--- config.mk ---
export PLATFORM = sky130hd
export DESIGN_NAME = vfcao_front
export DESIGN_NICKNAME = d
export VERILOG_FILES = /design/src/design/vfcao_pkg.sv /design/src/design/vfcao_front.sv
export SDC_FILE = /design/constraint.sdc
export NUM_CORES = 1
export LEC_CHECK = 0
export BUFFER_PORTS_ARGS = -buffer_cell sky130_fd_sc_hd__buf_4
export CORE_AREA = 4 4 54 66
export CTS_BUF_LIST = sky130_fd_sc_hd__clkbuf_8
export DETAILED_ROUTE_END_ITERATION = 12
export DIE_AREA = 0 0 58 70
export GPL_TIMING_DRIVEN = 0
export MAX_ROUTING_LAYER = met4
export PLACE_DENSITY = 0.83
export SLEW_MARGIN = 25
export SYNTH_ARGS = -nofsm -noshare
export SYNTH_HDL_FRONTEND = slang
export SYNTH_SLANG_ARGS = --single-unit
export TNS_END_PERCENT = 30
--- constraint.sdc ---
create_clock -name clk -period 2.95 [get_ports clk]
set_clock_uncertainty 0.15 [all_clocks]
set_input_delay 0.4425 -clock clk [delete_from_list [all_inputs] [get_ports clk]]
set_output_delay 0.4425 -clock clk [all_outputs]
set_load 0.01 [all_outputs]
--- src/design/vfcao_pkg.sv ---
// vfcao_pkg: shared constants, types and functions for the voxel face culler.
// Depends on nothing.
package vfcao_pkg;
	localparam int ChunkEdge = 16;
	localparam int PadSide   = ChunkEdge + 2;
	localparam int CoordW    = 5;
	localparam int RowDepth  = PadSide * PadSide;
	localparam int AddrW     = $clog2(RowDepth);
	localparam int QDepth    = 2;

	localparam logic MODE_WRITE = 1'b0;
	localparam logic MODE_MESH  = 1'b1;

	typedef struct packed {
		logic              mesh;
		logic [CoordW-1:0] x;
		logic [CoordW-1:0] y;
		logic [CoordW-1:0] z;
		logic              fill;
	} cmd_t;

	// 27-cell neighbourhood, index (dy*3+dz)*3+dx with d in 0..2 meaning -1..+1
	typedef logic [26:0] nbh_t;

	function automatic logic nbh_bit(input nbh_t n, input int dx, input int dy,
			input int dz);
		return n[(dy*3+dz)*3+dx];
	endfunction

	function automatic logic [1:0] ao_lvl(input logic s1, input logic s2, input logic c);
		logic [1:0] sum;
		sum = {1'b0, s1} + {1'b0, s2} + {1'b0, c};
		return (s1 && s2) ? 2'd0 : 2'd3 - sum;
	endfunction
endpackage

--- src/design/vfcao_front.sv ---
// vfcao_front: accepts words, drops requests that can yield nothing, queues the rest.
// Depends on vfcao_pkg.
module vfcao_front (
	input  logic              clk,
	input  logic              arst_n,
	input  logic              valid,
	output logic              stall,
	input  logic              mode,
	input  logic [4:0]        vox_x,
	input  logic [4:0]        vox_y,
	input  logic [4:0]        vox_z,
	input  logic              filled,
	output logic              q_valid,
	output vfcao_pkg::cmd_t   q_cmd,
	input  logic              q_pop
);
	import vfcao_pkg::*;

	cmd_t            slot_q [QDepth];
	logic            rd_q, wr_q;
	logic [1:0]      cnt_q;
	logic            keep;
	logic            in_grid, in_chunk;
	cmd_t            cmd;

	assign in_grid  = (vox_x < CoordW'(PadSide)) && (vox_y < CoordW'(PadSide))
		&& (vox_z < CoordW'(PadSide));
	assign in_chunk = (vox_x != '0) && (vox_y != '0) && (vox_z != '0)
		&& (vox_x <= CoordW'(ChunkEdge)) && (vox_y <= CoordW'(ChunkEdge))
		&& (vox_z <= CoordW'(ChunkEdge));
	assign keep  = (mode == MODE_WRITE) ? in_grid : in_chunk;
	assign cmd   = '{mesh: mode, x: vox_x, y: vox_y, z: vox_z, fill: filled};
	assign stall = (cnt_q == 2'(QDepth));
	assign q_valid = (cnt_q != '0);
	assign q_cmd   = slot_q[rd_q];

	logic push;
	assign push = valid && !stall && keep;

	always_ff @(posedge clk) begin
		if (push) begin
			slot_q[wr_q] <= cmd;
		end
	end

	always_ff @(posedge clk or negedge arst_n) begin
		if (!arst_n) begin
			rd_q  <= 1'b0;
			wr_q  <= 1'b0;
			cnt_q <= '0;
		end else begin
			if (push) begin
				wr_q <= ~wr_q;
			end
			if (q_pop) begin
				rd_q <= ~rd_q;
			end
			cnt_q <= cnt_q + 2'(push) - 2'(q_pop);
		end
	end
endmodule

==> reports/qor.csv, run 1 <==
metric,value,unit
final.period_utilization,84.74,%
report.power.total,1.464,mW
dominant_delay_contributor_by_cell_family_on_the_critical_path,buffers and inverters,
ios,40,
final_common_cell,buf_4,
first_global_vias,914,
holdCritStartpoint,q_pop,
synthesis.area_per_instance,18.27,um2
final_hold_viol_count,0,
number_of_antenna_violations_at_the_first_check_in_global_routing,0,
htree_levels,2,
number_of_design_rule_violations_left_by_the_first_detailed_router_iteration,34,
most_frequent_cells_in_the_layout,"39 x buf_4, 34 x edfxtp_1, 17 x mux2_2",
nNetsFinal,153,
die-area,4060,um2
vdd_drop_max,0.4929,mV
synth-seq-area-share,73.93,%
finalWeightedCongestion,0.7080,
die_w,58,um
timing.critical_path.slowest_cell_delay,0.40,ns
setup_repair_after_global_routing_missed_its_margin,no,
clk_pin_slew,0.07,ns
tritoncts,built,
startpoint,rd_q,
worstHoldPathCells,2,
seq_area,1121,um2
area.growth.synth_to_final,29.29,%
critical_path_peak_fanout,10,
worst_r2r_startpoint,cnt_q[1],
post-route-drc-count,0,
timing.reg2reg.worst_path_depth,4,
synth-warning-count,0,
relSlewSlack,41.81,%
vias_per_cell,5.168,
max_clock_freq,0.4000,GHz
cts_resizes,0,
cp-start-kind,register,
finalWirelength,2657,um
synthTopCellsByArea,"edfxtp_1 67%, mux2_2 13%, dfrtp_1 6.6%",
timing.critical_path.cells,clkbuf_1 -> buf_2 -> mux2_2 -> buf_4,
max_cap_violations,0,
worstSetupPathDepth,4,
numPlacedInstances,158,
worst_hold_slack,0.1892,ns
clk_buf_depth,2,
placement.io_buffers,39,
synth_cell_area,1516,um2
clkLatencyLatePin,0.29,ns
finalMaxSlewViolations,0,
met3_wirelength,151,um
multi_input_area,380.4,um2
cts_setup_buffers,0,
gr-total-overflow,0,
start_util,51.01,%
min_period,2.500,ns
layout-drive-gt1-share,54.20,%
clk_root_buffer_cell,clkbuf_8,
syn_nets,106,
core_area,2973,um2
cell_rows,22,
top_layer,met4,
route.antenna.remaining_nets,0,
leakage,0.7475,nW
gr-usage-all-layers,14.54,%
setup_viol_count_final,0,
outcome,completed,
detailroute.via_count,863,
die-height,70,um
netlist-cell-type-count,20,
met2RoutedLength,1398,um
required,2.36,ns
cts_buffers,5,
cp.arrival,1.91,ns
post_synth_inst_count,83,
synth_area_leader_cell,edfxtp_1,
final_cells,167,
yosys_register_bits,38,
pin_count_of_the_biggest_net_entering_global_routing,18,
numClockSinks,38,
detail_route.first_pass.iterations,4,
dp.final_hpwl,1914,um
tightestPinTransition,0.8719,ns
n_fill_cell,204,
yosys.area.top_type_share,67.33,%
routedWlPerCell,15.91,um
critPathBufInv,3,
antenna-diode-count,0,
setup.worst_path.class,register to output port,
pwr_density_cell,746.8,nW/um2
cpMaxStageDelayCell,clkbuf_1,
timing.hold.worst.class,primary input to register,
met1_length,1037,um
worst_setup_path_end_kind,output port,
grt_pass1_wl,4229,um
## final cells by class
cell class | count | share of cell area (%)
plain buffers | 2 | 0.4467
clock buffers | 6 | 4.212
clock inverters | 2 | 0.4467
inverters | 3 | 0.5743
multi-input cells | 40 | 19.40
flip-flops and latches | 38 | 57.18
well taps | 36 | 2.297
repair buffers | 40 | 15.44
## state kept, by name, summed over array words and instances, names as in the netlist
register	count
wr_q	1
rd_q	1
cnt_q	2
slot_q	34
## routing by layer
layer  GRT usage [%]  up-vias
met5               -        -
met4           7.732        0
met1           15.13      420
met3           5.360        6
met2           23.49       28
li1                -      409
## repair_timing
item / 4_1_cts / 5_1_grt
hold endpoints to repair: 4 / 0
hold buffers: 1 / 0
endpoints found under the setup margin: 0 / 0
## stage by stage
| stage | setup TNS [ns] | instance area, um2 | setup slack, ns | utilization (%) |
|---|---|---|---|---|
| floorplan | 0 | 1516 | 0.3182 | - |
| global placement | -6.949 | 1854 | -0.2057 | 62.37 |
| detailed placement | 0 | 1859 | 0.1707 | 62.54 |
| CTS | 0 | 1961 | 0.4038 | 65.95 |
| global route | 0 | 1961 | 0.3312 | 65.95 |
| finish | 0 | 1961 | 0.4501 | 65.95 |
## kinds of logic (layout without fill, tap and decap cells)
kind of cell / after synthesis / count (layout) / share of synthesized area, %
multiplexers: 17 / 17 / 12.62
AND/OR/NAND/NOR: 11 / 11 / 4.538
buffers and inverters: 5 / 53 / 1.320
AO/OA/AOI/OAI: 6 / 6 / 3.630
adder cells (fa/ha/maj): 2 / 2 / 1.650
XOR/XNOR: 4 / 4 / 2.311
flip-flops: 38 / 38 / 73.93
## synthesized netlist by cell type, drive strengths merged
library cell	instances
nor3	3
dfrtp	4
or3	3
clkbuf	1
a21o	3
mux2	17
inv	3
ha	2
buf	1
edfxtp	34
nor2	2
a211oi	1
or2	1
a22oi	1
xor2	1
nor2b	1
xnor2	3
o31ai	1
nand3	1
## power by group
group | switching (mW) | total, mW | internal, mW
Clock | 0.171 | 0.355 | 0.185
Combinational | 0.200 | 0.445 | 0.245
Sequential | 0.0253 | 0.664 | 0.639
Total | 0.395 | 1.46 | 1.07
## worst paths after layout
kind / end / slack (ns)
max in group asynchronous: wr_q / 2.23
hold reg to reg: cnt_q[1] / 0.35
hold / removal: rd_q / 0.19
min in group asynchronous: cnt_q[0] / 0.33
setup / recovery: q_cmd[10] / 0.45
setup reg to reg: slot_q[1][7] / 0.76
## worst reg2reg max path, cell delays in order, from the launching register on
cell	delay (ns)
dfrtp_1	0.40
nor2b_1	0.16
a211oi_2	0.23
nand3_2	0.17
nor2_2	0.70
Power figures use the tool's default switching activity.
==> run 2, diff against run 1 <==
Settings changed: ABC_AREA from default to 1, CORE_AREA 4 4 54 66 to 4 4 55 67, DIE_AREA 0 0 58 70 to 0 0 59 71, PLACE_DENSITY 0.83 to 0.84.
Clock period 2.95 ns to 2.3 ns, I/O delays scaled along.
==> run 2 against run 1 <==
Hold slack worse by 0.096 ns. Sequential cell count unchanged. Count of clock-buffer cells in the layout shrank 1. Cell area rose by 5.5%. Highest routed layer unchanged.
==> reports/qor.csv, run 2 <==
metric,value,unit
clk_root_buffer_cell,clkbuf_8,
critical_path_peak_fanout,17,
numPlacedInstances,176,
clk_pin_slew,0.07,ns
post_synth_inst_count,101,
grt_pass1_wl,4643,um
finalWirelength,2879,um
placement.io_buffers,39,
yosys_register_bits,38,
relSlewSlack,41.99,%
leakage,0.8557,nW
syn_nets,124,
cp-start-kind,register,
max_cap_violations,0,
synth_area_leader_cell,edfxtp_1,
route.antenna.remaining_nets,0,
top_flip_flop_cell_by_instance_count_after_synthesis,edfxtp_1,
core_area,3028,um2
clk_buf_depth,2,
yosys.area.top_type_share,63.45,%
setup_viol_count_final,0,
synth-warning-count,0,
detailroute.via_count,948,
synth-async-reset-ratio,10.53,%
number_of_antenna_violations_at_the_first_check_in_global_routing,0,
vias_per_cell,5.124,
tightestPinTransition,0.8692,ns
netlist-cell-type-count,17,
max_flop_register,slot_q,
ys_top_cells_by_count,"34 x edfxtp_1, 10 x nand2_1, 9 x mux2_4, 8 x mux2_1, 8 x nand3_1",
cts_setup_buffers,0,
timing.critical_path.slowest_cell_delay,0.67,ns
cpMaxStageDelayCell,nor2_2,
timing.critical_path.cells,inv_2 -> nor2_2 -> nor2_4 -> nand2_2 -> nor2_4 -> nand2_2 -> nor2_2,
timing.hold.worst.class,primary input to register,
dp.final_hpwl,2155,um
finalMaxSlewViolations,0,
gr-usage-all-layers,15.90,%
cp.arrival,1.81,ns
final_hold_viol_count,0,
worst_setup_path_end_kind,register,
tritoncts,built,
numClockSinks,38,
startpoint,cnt_q[1],
start_util,53.14,%
number_of_synthesized_flops_with_an_enable_pin,34,
layout-drive-gt1-share,45.64,%
most_frequent_cells_in_the_layout,"39 x buf_4, 34 x edfxtp_1, 10 x nand2_1",
pwr_density_cell,985.6,nW/um2
worst_r2r_startpoint,cnt_q[1],
vdd_drop_max,0.9067,mV
synthesis.area_per_instance,15.93,um2
first_global_vias,1037,
synthTopCellsByArea,"edfxtp_1 63%, mux2_4 8.4%, dfrtp_1 6.2%",
die-area,4189,um2
required,2.06,ns
setup_repair_after_global_routing_missed_its_margin,no,
max_clock_freq,0.4881,GHz
pin_count_of_the_biggest_net_entering_global_routing,18,
top_regs,"slot_q x34, cnt_q x2",
die-height,71,um
post-route-drc-count,0,
antenna-diode-count,0,
holdCritStartpoint,q_pop,
min_period,2.049,ns
routedWlPerCell,15.56,um
postPlaceCellArea,1949,um2
outcome,completed,
number_of_design_rule_violations_left_by_the_first_detailed_router_iteration,15,
yosysMostFrequentCell,edfxtp_1,
largest_register_ffs,34,
area.growth.synth_to_final,28.54,%
synth-seq-area-share,69.67,%
htree_levels,2,
final_common_cell,buf_4,
synth_cell_area,1609,um2
die_w,59,um
nNetsFinal,171,
final_cells,185,
detail_route.first_pass.iterations,4,
setup.worst_path.class,register to register,
postLayoutCellArea,2068,um2
clkLatencyLatePin,0.29,ns
gr-total-overflow,0,
cell_rows,22,
ios,40,
finalWeightedCongestion,0.7713,
n_fill_cell,218,
cts_buffers,5,
final.period_utilization,89.08,%
run 2: cells by family (layout without fill, tap and decap cells):
kind of cell | after synthesis | in the layout | share of synthesized area, %
xor gates and xnor gates | 3 | 3 | 1.633
buffers and inverters | 10 | 58 | 3.266
and+or+nand+nor | 31 | 31 | 9.875
DFF | 38 | 38 | 69.67
muxes | 17 | 17 | 14.00
adders and majority gates | 2 | 2 | 1.555
run 2: power breakdown:
group	leakage [nW]	switching (mW)	internal (mW)	total, mW
combinational	0.444	0.298	0.350	0.649
clock	0.0579	0.221	0.319	0.540
sequential	0.354	0.0313	0.819	0.850
run 2: final cells by class:
class	count	area, um2	share of cell area (%)
multi-input cells	53	437.9	21.17
repair buffers	40	302.8	14.64
well taps	36	45.04	2.178
clock buffers	5	68.82	3.327
inverters	8	30.03	1.452
clock inverters	3	40.04	1.936
flip-flops and latches	38	1121	54.20
plain buffers	2	22.52	1.089
run 2: metrics by stage:
stage	hold WS [ns]	total power, mW	util [%]	TNS, ns	worst slack [ns]
floorplan	-0.1006	1.257	-	0	0.2175
global placement	-0.007663	1.492	64.30	-4.955	-0.2918
detailed placement	-0.005718	1.523	64.38	0	0.04300
CTS	0.08512	2.065	68.31	0	0.2104
global route	0.07929	2.135	68.31	0	0.1031
finish	0.09296	2.038	68.31	0	0.2513
run 2: worst paths after layout:
| check | to | slack, ns | cells after the start |
|---|---|---|---|
| min | rd_q | 0.09 | 2 |
| min in group asynchronous | rd_q | 0.23 | 2 |
| min reg2reg | wr_q | 0.35 | 2 |
| max | slot_q[1][7] | 0.25 | 7 |
| max in group asynchronous | cnt_q[0] | 1.67 | 2 |
| max reg2reg | slot_q[1][7] | 0.25 | 7 |
run 2: layer usage:
metal / wire length, um / global-route usage (%) / vias up
li1: - / - / 448
met1: 977 / 14.89 / 461
met2: 1694 / 28.99 / 32
met3: 155 / 4.927 / 7
met4: 52 / 6.297 / 0
met5: 0 / - / -
run 2: timing repair:
action | CTS | global route
hold endpoints to repair | 4 | 0
resized for setup | 0 | 0
hold buffers | 1 | 0
run 2: critical path, delay by kind of cell, from the launching register on:
kind                   cells  cell delay [ns]
and+or+nand+nor            6             1.05
buffers and inverters      1             0.08
DFF                        1             0.40
